### src/sv/distance_vector_route_update_unit_defines.svh
// Assertion macros for the distance-vector route update unit.
// Included by the modules that carry concurrent checks; uses aclk and aresetn.
`ifndef DISTANCE_VECTOR_ROUTE_UPDATE_UNIT_DEFINES_SVH
`define DISTANCE_VECTOR_ROUTE_UPDATE_UNIT_DEFINES_SVH

// same-cycle implication
`define DVRU_ASSERT_NOW(label, ante, cons, msg) \
    label: assert property (@(posedge aclk) disable iff (!aresetn) (ante) |-> (cons)) \
        else $error(msg);

// next-cycle implication
`define DVRU_ASSERT_NEXT(label, ante, cons, msg) \
    label: assert property (@(posedge aclk) disable iff (!aresetn) (ante) |=> (cons)) \
        else $error(msg);

`endif

### src/sv/dvru_pkg.sv
// Shared types and constants of the distance-vector route update unit.
// No dependencies.
`timescale 1ns / 1ps
`default_nettype none

package dvru_pkg;

    localparam int APB_AW = 5;

    localparam logic [31:0] COST_INF = 32'hFFFF_FFFF;

    localparam logic [2:0] REG_OWN_A     = 3'd0;
    localparam logic [2:0] REG_OWN_B     = 3'd1;
    localparam logic [2:0] REG_OWN_C     = 3'd2;
    localparam logic [2:0] REG_OWN_D     = 3'd3;
    localparam logic [2:0] REG_OWN_COUNT = 3'd4;

    localparam logic [3:0] ST_OWN      = 4'd0;
    localparam logic [3:0] ST_INSERTED = 4'd1;
    localparam logic [3:0] ST_REMOVED  = 4'd2;
    localparam logic [3:0] ST_REFRESH  = 4'd3;
    localparam logic [3:0] ST_REPLACED = 4'd4;
    localparam logic [3:0] ST_BETTER   = 4'd5;
    localparam logic [3:0] ST_NOCHANGE = 4'd6;
    localparam logic [3:0] ST_STALE    = 4'd7;
    localparam logic [3:0] ST_DROPPED  = 4'd8;
    localparam logic [3:0] ST_FULL     = 4'd9;

    typedef struct packed {
        logic        valid;
        logic [31:0] key;
        logic [63:0] seq;
        logic [31:0] cost;
        logic [15:0] face;
    } entry_t;

    typedef struct packed {
        logic clr;
        logic cnt_rst;
        logic capture;
        logic scan;
        logic commit;
    } cmd_t;

    typedef struct packed {
        logic clr_last;
        logic scan_end;
        logic own_in;
        logic out_free;
    } sts_t;

endpackage

`default_nettype wire

### src/sv/dvru_ctrl.sv
// Controller FSM: table clear after reset, item capture, table scan, commit.
// Depends on dvru_pkg and the assertion macro header.
`timescale 1ns / 1ps
`default_nettype none
`include "distance_vector_route_update_unit_defines.svh"

module dvru_ctrl (
    input  wire logic          aclk,
    input  wire logic          aresetn,
    input  wire logic          s_valid,
    output logic               s_ready,
    input  wire dvru_pkg::sts_t sts,
    output dvru_pkg::cmd_t     cmd
);

    localparam logic [1:0] S_CLEAR  = 2'd0;
    localparam logic [1:0] S_IDLE   = 2'd1;
    localparam logic [1:0] S_SCAN   = 2'd2;
    localparam logic [1:0] S_DECIDE = 2'd3;

    logic [1:0] state_reg;
    logic [1:0] state_next;

    always_ff @(posedge aclk) begin
        if (!aresetn) begin
            state_reg <= S_CLEAR;
        end else begin
            state_reg <= state_next;
        end
    end

    always_comb begin
        state_next = state_reg;
        cmd        = '0;
        s_ready    = 1'b0;
        case (state_reg)
            S_CLEAR: begin
                cmd.clr = 1'b1;
                if (sts.clr_last) begin
                    cmd.cnt_rst = 1'b1;
                    state_next  = S_IDLE;
                end
            end
            S_IDLE: begin
                s_ready = 1'b1;
                if (s_valid) begin
                    cmd.capture = 1'b1;
                    cmd.cnt_rst = 1'b1;
                    state_next  = sts.own_in ? S_DECIDE : S_SCAN;
                end
            end
            S_SCAN: begin
                cmd.scan = 1'b1;
                if (sts.scan_end) begin
                    state_next = S_DECIDE;
                end
            end
            S_DECIDE: begin
                if (sts.out_free) begin
                    cmd.commit = 1'b1;
                    state_next = S_IDLE;
                end
            end
            default: begin
                state_next = S_CLEAR;
            end
        endcase
    end

    `DVRU_ASSERT_NOW(a_ctrl_clr_excl, cmd.clr, !(cmd.scan || cmd.capture || cmd.commit), "clear overlaps work")
    `DVRU_ASSERT_NEXT(a_ctrl_capture_busy, cmd.capture, !s_ready, "ready held during item work")
    `DVRU_ASSERT_NOW(a_ctrl_commit_free, cmd.commit, sts.out_free, "commit into busy output")

endmodule

`default_nettype wire

### config.mk
export PLATFORM = sky130hd
export DESIGN_NAME = dvru_ctrl
export DESIGN_NICKNAME = d
export VERILOG_FILES = /design/src/sv/dvru_pkg.sv /design/src/sv/dvru_ctrl.sv
export VERILOG_INCLUDE_DIRS = /design/src /design/src/sv
export SDC_FILE = /design/constraint.sdc
export NUM_CORES = 1
export LEC_CHECK = 0
export BUFFER_PORTS_ARGS = -buffer_cell sky130_fd_sc_hd__buf_4
export CORE_AREA = 2 2 39 41
export CTS_CLUSTER_SIZE = 20
export DETAILED_ROUTE_END_ITERATION = 8
export DIE_AREA = 0 0 41 43
export PLACE_DENSITY = 0.47
export SLEW_MARGIN = 25
export SYNTH_ARGS = -nofsm -noshare
export SYNTH_HDL_FRONTEND = slang
export SYNTH_SLANG_ARGS = --single-unit
export TNS_END_PERCENT = 1
### constraint.sdc
create_clock -name aclk -period 3.8 [get_ports aclk]
set_clock_uncertainty 0.1 [all_clocks]
set_input_delay 0.57 -clock aclk [delete_from_list [all_inputs] [get_ports aclk]]
set_output_delay 0.57 -clock aclk [all_outputs]
set_load 0.05 [all_outputs]
==> flow_summary_export.csv, run 1 <==
group,metric,value,unit
layout,largest_register_ffs,2,
global_route,antenna_found_initial,0,
power_and_ir_drop,p_int,0.1590,mW
route,viasPerCell,3.828,
layout,final_cell_mix,"buf_4 (12), ha_1 (6), inv_1 (4), nand2_1 (4), clkbuf_4 (3)",
floorplanning,dieHeight,43,um
yosys,synth_fp_nets,40,
worst_setup_path,cp.required,3.13,ns
route,firstDrtPassIters,2,
timing,tightest_slew,0.2215,ns
route,via_count,222,
clock_network,hold_buffers,0,
floorplanning,rows,14,
route,wl_met1,214,um
timing,slew_headroom,85.23,%
timing,hold_violations,0,
clock_network,cts_root_buf,"clkbuf_4",
global_route,grt_overflow,0,
power_and_ir_drop,seq_power_share,12.4,%
placed_design,dpl.hpwl,417.1,um
yosys,avgSynthCellArea,8.851,um2
clock_network,ctsResizeCount,0,
clock_network,cts-buffers-inserted,3,
route,wl,502,um
timing,fin_setup_tns,0,ns
floorplanning,ios,13,
yosys,yosysSeqAreaShare,16.75,%
global_route,grtUsageTotal,7.816,%
timing,period_minus_slack,2.040,ns
route,post_drt_wl_per_cell,8.655,um
floorplanning,fp.coreArea,1384,um2
power_and_ir_drop,p_leak,0.1862,nW
placed_design,dp.cells,55,
timing,rsz0062_at_grt,"false",
route,wl_met2,223,um
power_and_ir_drop,ir_drop,0.2172,mV
worst_setup_path,crit_path_max_fanout,4,
route,drtAntennaViolNets,0,
yosys,synthAdderAreaFrac,31.41,%
layout,fin_cells,58,
power_and_ir_drop,p_sw_share,54.92,%
timing,setup_viol,0,
route,wl_met3,64,um
timing,clock.fmax,490.3,MHz
power_and_ir_drop,p_sw,0.1938,mW
worst_setup_path,critPathArrivalTime,1.37,ns
floorplanning,start_util,17.27,%
yosys,synth-seq-cells,2,
worst_setup_path,crit_path_start_kind,"register",
floorplanning,die-area,1763,um2
yosys,syn_inst,27,
worst_setup_path,worstSetupPathType,"reg2out",
layout,drive_gt1_share,45.24,%
clock_network,tritoncts,"built",
yosys,syn_area,239.0,um2
clock_network,clock_latency,0.22,ns
placed_design,portBuffers,12,
power_and_ir_drop,power_density,949.3,nW/um2
placed_design,gp_congestion,0.6265,
yosys,synthMuxAreaShare,8.377,%
clock_network,clock_path_buffers,2,
clock_network,numClockSinks,2,
timing,post-route-period-util,53.67,%
yosys,synth-compound-area-share,13.09,%
clock_network,cts_max_level,1,
yosys,synth-simple-area-share,24.08,%
route,drc,0,
global_route,grt_pass1_wl,841,um
outcome,outcome,"finished clean",
worst_setup_path,end_kind,"primary output",
run,cap_violations,0,
clock_network,post-cts-setup-buffer-count,0,
layout,n_antenna_cell,0,
layout,final_nets,57,
route,top_layer,"met3",
clock_network,clkTransAtPathRegs,0.03,ns
layout,area_growth,55.50,%
yosys,synth_top_family_by_area,"adder cells",
timing,slew_viol_final,0,
yosys,ys_warn_count,0,
floorplanning,die_x,41,um
layout,final_common_cell,"buf_4",
yosys,synth.distinct_cells,11,
yosys,synthXorXnorAreaFrac,0,%
power_and_ir_drop,power_frac_clock,13.2,%
hold_path,holdCritPathClass,"reg2reg",
global_route,grt_pass1_vias,216,
global_route,grt_max_degree,6,
power_and_ir_drop,combPwrFrac,74.4,%
route,first_iter_violations,2,
## worst max-delay path: stages (launching register included)
cell and delay, ns:
dfxtp_1 0.37, inv_1 0.11, ha_1 0.20, and2_1 0.14, nand2b_1 0.13, buf_4 0.19
## per-layer routing
metal / GRT usage [%] / vias up
li1: - / 117
met1: 8.626 / 95
met2: 9.375 / 10
met3: 4.712 / 0
met4: 8.000 / 0
met5: 0 / -
## power groups by stage
stage	combinational, mW	clock (mW)	sequential [mW]
finish	0.262	0.0466	0.0439
global route	0.286	0.0553	0.0462
global placement	0.268	0	0.0435
floorplan	0.208	0	0.0411
detailed placement	0.266	0	0.0443
CTS	0.266	0.0495	0.0440
## cell usage after synthesis
| cell | count | share of area, % |
|---|---|---|
| dfxtp_1 | 2 | 17 |
| nand2b_1 | 2 | 5.2 |
| o211ai_1 | 1 | 3.1 |
| and2_1 | 2 | 5.2 |
| o2111ai_2 | 1 | 6.3 |
| nand2_1 | 4 | 6.3 |
| a31o_2 | 1 | 3.7 |
| ha_1 | 6 | 31 |
| nand2b_2 | 2 | 7.3 |
| mux2i_1 | 2 | 8.4 |
| inv_1 | 4 | 6.3 |
## per-stage QoR
step	hold WS, ns	power, mW	worst slack, ns	utilization (%)	area (um2)
floorplan	0.3709	0.2491	1.627	-	239.0
global placement	0.4108	0.3111	1.975	25.23	349.1
detailed placement	0.4199	0.3101	1.980	25.23	349.1
CTS	0.4246	0.3596	1.742	26.85	371.6
global route	0.4641	0.3878	1.624	26.85	371.6
finish	0.4158	0.3528	1.760	26.85	371.6
## path summary, 6_finish.rpt
path / start / endpoint / slack (ns) / cells past startpoint
max reg2reg: state_reg[0] / state_reg[0] / 2.45 / 5
min reg2reg: state_reg[1] / state_reg[1] / 0.42 / 2
max: state_reg[1] / cmd[3] / 1.76 / 5
min: state_reg[1] / state_reg[1] / 0.42 / 2
## cells by family (layout without fill, tap and decap cells)
| logic type | Yosys count | in the layout |
|---|---|---|
| simple gates | 10 | 10 |
| fa+ha+maj | 6 | 6 |
| buf+inv | 4 | 19 |
| compound gates | 3 | 3 |
| mux | 2 | 2 |
| flops | 2 | 2 |
## cell type report
type                    instances  area (um2)
fillers                       155        1012
repair buffers                 12       90.09
clock buffers                   3       22.52
multi-input cells              21       183.9
flip-flops and latches          2       40.04
well taps                      16       20.02
inverters                       4       15.01
Power figures use the tool's default switching activity.
==> inputs of run 2 (changes only) <==
--- a/config.mk
+++ b/config.mk
@@ -6,12 +6,13 @@
 export SDC_FILE = /design/constraint.sdc
 export NUM_CORES = 1
 export LEC_CHECK = 0
+export ABC_AREA = 1
 export BUFFER_PORTS_ARGS = -buffer_cell sky130_fd_sc_hd__buf_4
 export CORE_AREA = 2 2 39 41
 export CTS_CLUSTER_SIZE = 20
 export DETAILED_ROUTE_END_ITERATION = 8
 export DIE_AREA = 0 0 41 43
-export PLACE_DENSITY = 0.47
+export PLACE_DENSITY = 0.49
 export SLEW_MARGIN = 25
 export SYNTH_ARGS = -nofsm -noshare
 export SYNTH_HDL_FRONTEND = slang
==> constraint.sdc (replaced) <==
create_clock -name aclk -period 1.8 [get_ports aclk]
set_clock_uncertainty 0.1 [all_clocks]
set_input_delay 0.27 -clock aclk [delete_from_list [all_inputs] [get_ports aclk]]
set_output_delay 0.27 -clock aclk [all_outputs]
set_load 0.05 [all_outputs]
==> run 2 against run 1 <==
Against the previous run: sequential cell count unchanged; synthesized cell count up 44%; core utilization up 2.2 points; critical endpoint unchanged; largest cell class unchanged; critical path type unchanged; routed wire length down 5.4%; via count up 17%.
==> flow_summary_export.csv, run 2 <==
group,metric,value,unit
yosys,synth-edff-count,0,
route,post_drt_wl_per_cell,6.786,um
worst_setup_path,worstSetupPathType,"reg2out",
clock_network,cts_root_buf,"clkbuf_4",
worst_setup_path,crit_path_max_fanout,4,
global_route,grt_pass1_wl,759,um
yosys,synth_area_leader_cell,"ha_1",
timing,slew_viol_final,0,
placed_design,gp_congestion,0.7093,
yosys,synthFlopType,"dfxtp_1",
layout,multi_input_area,190.2,um2
yosys,async_flop_share,0,%
layout,register_area,41.29,um2
floorplanning,start_util,18.08,%
timing,tightest_slew,0.1548,ns
layout,n_antenna_cell,0,
layout,largest_register_ffs,2,
clock_network,clock_path_buffers,2,
clock_network,tritoncts,"built",
layout,area_growth,60.50,%
clock_network,post-cts-setup-buffer-count,0,
layout,drive_gt1_share,42.59,%
worst_setup_path,end_kind,"primary output",
placed_design,dpl.hpwl,445.6,um
yosys,synth-seq-cells,2,
worst_setup_path,crit_path_start_kind,"register",
floorplanning,die_x,41,um
floorplanning,die-area,1763,um2
yosys,syn_area,250.2,um2
global_route,grt_overflow,0,
clock_network,numClockSinks,2,
timing,whs,0.1786,ns
global_route,grtUsageTotal,6.807,%
route,drc,0,
global_route,grt_pass1_vias,226,
route,wl,475,um
floorplanning,ios,13,
yosys,yosys-top-cells-area,"ha_1 (30%), dfxtp_1 (16%), inv_1 (15%)",
timing,rsz0062_at_grt,"false",
yosys,syn_inst,39,
clock_network,cts_max_level,1,
clock_network,hold_buffers,0,
route,viasPerCell,3.700,
timing,fin_setup_tns,0,ns
route,firstDrtPassIters,2,
run,cap_violations,0,
timing,clock.fmax,602.0,MHz
floorplanning,rows,14,
layout,final_nets,69,
timing,period_minus_slack,1.661,ns
yosys,yosysSeqAreaShare,16.00,%
layout,nFillCells,164,
timing,post-route-period-util,92.29,%
clock_network,cts-buffers-inserted,3,
worst_setup_path,cp.required,1.43,ns
yosys,synth_fp_nets,52,
outcome,outcome,"finished clean",
yosys,synth.distinct_cells,9,
worst_setup_path,critPathArrivalTime,1.29,ns
hold_path,holdCritPathClass,"in2reg",
layout,final_common_cell,"buf_4",
timing,hold_violations,0,
route,drtAntennaViolNets,0,
clock_network,clock_latency,0.22,ns
yosys,synth_common_cells,"inv_1 (10), nand2_1 (10), ha_1 (6)",
global_route,antenna_found_initial,0,
placed_design,portBuffers,12,
route,via_count,259,
route,first_iter_violations,4,
layout,fin_util,29.02,%
timing,slew_headroom,89.68,%
floorplanning,dieHeight,43,um
floorplanning,fp.coreArea,1384,um2
timing,setup_viol,0,
yosys,ys_warn_count,0,
global_route,grt_max_degree,6,
yosys,synth_top_area_share,30.00,%
layout,final_cell_mix,"buf_4 (12), inv_1 (10), nand2_1 (10), ha_1 (5), nor2_1 (4)",
yosys,avgSynthCellArea,6.416,um2
clock_network,clkTransAtPathRegs,0.03,ns
==> run 2: cell types whose count changed in the layout (fill, tap and decap cells not counted), sizes merged, moves of 2 or more <==
cell	previous run	this run
and2	2	0
inv	4	10
mux2i	2	0
nand2	4	13
nand2b	4	0
nor2	0	5
o21ai	0	2
==> run 2: cell type report <==
type / count / share of cell area (%)
Inverter: 10 / 9.346
Multi-Input combinational cell: 27 / 47.35
Clock buffer: 3 / 5.607
Tap cell: 16 / 4.984
Timing Repair Buffer: 12 / 22.43
Sequential cell: 2 / 10.28
==> run 2: kinds of logic after synthesis <==
kind of cell	synth area share (%)
AOI/OAI and AO/OA	5.998
buffers and inverters	15.00
DFF	16.00
adders and majority gates	30.00
and+or+nand+nor	33.00
==> run 2: routing by layer <==
layer  track usage (%)  up-vias  share of wire [%]
met2             9.375        8                 51
met5                 0        -                  0
met4             8.000        0                  0
li1                  -      142                  -
met3             1.571        0                8.2
met1             7.325      109                 41
==> run 2: worst max-delay path: stages (launching register included) <==
cell	delay, ns
dfxtp_1	0.35
inv_1	0.10
ha_1	0.21
o21ai_2	0.16
o21ai_4	0.06
buf_4	0.18
==> run 2: path summary, 6_finish.rpt <==
kind	from	end	slack [ns]	depth (start not counted)
max	state_reg[1]	cmd[3]	0.14	5
min reg2reg	state_reg[0]	state_reg[0]	0.42	2
max reg2reg	state_reg[0]	state_reg[1]	0.49	8
min	aresetn	state_reg[0]	0.18	3
==> run 2: metrics by stage <==
| stage | instances | area (um2) | setup WS (ns) |
|---|---|---|---|
| 2_1_floorplan | 39 | 264.0 | 0.1106 |
| 3_3_place_gp | 67 | 374.1 | 0.1844 |
| 3_5_place_dp | 67 | 374.1 | 0.1556 |
| 4_1_cts | 70 | 396.6 | 0.01286 |
| 5_1_grt | 70 | 401.6 | 0.04157 |
| 6_report | 70 | 401.6 | 0.1388 |
==> run 2: what timing repair did <==
item	CTS	global route
gates cloned	0	0
pin swaps	0	0
endpoints found under the setup margin	1	1
gates resized for setup	1	2
Power of run 2 is not shown: default switching activity piles up to over one toggle a cycle in this logic, so the estimate is an artifact.
==> inputs of run 3 (changes only) <==
--- a/config.mk
+++ b/config.mk
@@ -7,7 +7,7 @@
 export NUM_CORES = 1
 export LEC_CHECK = 0
 export ABC_AREA = 1
-export BUFFER_PORTS_ARGS = -buffer_cell sky130_fd_sc_hd__buf_4
+export BUFFER_PORTS_ARGS = -buffer_cell sky130_fd_sc_hd__buf_2
 export CORE_AREA = 2 2 39 41
 export CTS_CLUSTER_SIZE = 20
 export DETAILED_ROUTE_END_ITERATION = 8
==> run 3 against run 2 <==
Against the previous run: count of clock-buffer cells in the layout unchanged; design area down 7.5%; worst setup slack worse by 0.031 ns; final cell count unchanged; die area unchanged; critical path type unchanged; fmax down 1.8%; sequential cell count unchanged.
==> flow_summary_export.csv, run 3 (synthesis results as in run 2) <==
group,metric,value,unit
outcome,outcome,"finished clean",
floorplanning,dieHeight,43,um
route,drtAntennaViolNets,0,
placed_design,place_ws,0.1322,ns
layout,multi_input_area,190.2,um2
clock_network,clock_latency,0.22,ns
route,viasPerCell,3.729,
worst_setup_path,end_kind,"primary output",
floorplanning,ios,13,
run,cap_violations,0,
route,first_iter_violations,2,
clock_network,cts_root_buf,"clkbuf_4",
layout,area_growth,48.50,%
clock_network,tritoncts,"built",
layout,largest_register_ffs,2,
floorplanning,die_x,41,um
placed_design,dpl-instance-area,344.1,um2
layout,drive_gt1_share,42.59,%
global_route,grtUsageTotal,6.206,%
placed_design,dpl.hpwl,440.1,um
clock_network,cts_max_level,1,
global_route,grt_pass1_wl,690,um
route,post_drt_wl_per_cell,6.714,um
global_route,grt_pass1_vias,212,
worst_setup_path,crit_path_start_kind,"register",
layout,final_nets,69,
layout,final_common_cell,"buf_2",
worst_setup_path,cp.required,1.43,ns
worst_setup_path,crit_path_max_fanout,4,
placed_design,portBuffers,12,
placed_design,gp_congestion,0.7127,
clock_network,clock_path_buffers,2,
global_route,grt_busiest_layer,"met4",
clock_network,post-cts-setup-buffer-count,0,
clock_network,numClockSinks,2,
clock_network,cts-buffers-inserted,3,
route,firstDrtPassIters,2,
timing,clock.fmax,591.0,MHz
floorplanning,rows,14,
global_route,grtUsageMet2,7.813,%
worst_setup_path,worstSetupPathType,"reg2out",
layout,register_area,41.29,um2
global_route,grt_util_met3,1.571,%
timing,tightest_slew,0.2490,ns
global_route,grt_overflow,0,
timing,setup_viol,0,
timing,fin_setup_tns,0,ns
floorplanning,start_util,18.08,%
layout,nFillCells,158,
worst_setup_path,critPathArrivalTime,1.32,ns
floorplanning,fp.coreArea,1384,um2
layout,n_antenna_cell,0,
floorplanning,die-area,1763,um2
layout,final_cell_mix,"buf_2 (12), inv_1 (10), nand2_1 (10), ha_1 (5), nor2_1 (4)",
route,drc,0,
timing,slew_viol_final,0,
clock_network,clkTransAtPathRegs,0.03,ns
hold_path,holdCritPathClass,"in2reg",
timing,rsz0062_at_grt,"false",
global_route,gr-usage-met1,7.006,%
clock_network,hold_buffers,0,
layout,postLayoutCellArea,371.6,um2
timing,slew_headroom,83.52,%
route,wl,470,um
route,via_count,261,
global_route,antenna_found_initial,0,
timing,setup_slack,0.1080,ns
global_route,grt_max_degree,6,
timing,hold_violations,0,
timing,post-route-period-util,94.00,%
timing,period_minus_slack,1.692,ns
[run 3: cell counts in the layout (fill, tap and decap cells not counted)]
No cell type changed its count.
[run 3: path summary, 6_finish.rpt]
path | start | to | slack, ns | cells after the start
setup / recovery | state_reg[1] | cmd[3] | 0.11 | 5
hold / removal | aresetn | state_reg[0] | 0.18 | 3
setup reg to reg | state_reg[1] | state_reg[0] | 0.49 | 8
hold reg to reg | state_reg[0] | state_reg[0] | 0.42 | 2
[run 3: worst max-delay path: stages, from the launching register on]
cell and delay, ns:
dfxtp_1 0.32, inv_1 0.12, ha_1 0.20, o21ai_2 0.08, o21ai_4 0.10, buf_2 0.27
[run 3: repair_timing]
action,4_1_cts,5_1_grt
endpoints found under the setup margin,1,1
gates resized for setup,2,1
pin swaps,0,0
endpoints found under the hold margin,0,0
[run 3: through the flow]
| stage | instances | util (%) | hold slack, ns |
|---|---|---|---|
| floorplan | 39 | - | 0.2904 |
| global placement | 67 | 24.86 | 0.4105 |
| detailed placement | 67 | 24.86 | 0.4157 |
| CTS | 70 | 26.76 | 0.1831 |
| global route | 70 | 26.85 | 0.1867 |
| finish | 70 | 26.85 | 0.1799 |
[run 3: final cells by class]
type                       count  area share, %
tap                           16          5.387
timing repair buffer          12          16.16
inverter                      10          10.10
clock buffer                   3          6.061
sequential                     2          11.11
multi-input combinational     27          51.18
[run 3: routing by layer]
metal	up-vias	routed length (um)	part of all wire (%)
met2	8	222	47
li1	141	-	-
met5	-	0	0
met3	0	39	8.3
met1	112	208	44
met4	0	0	0
Power of run 3 is left out for the same reason.
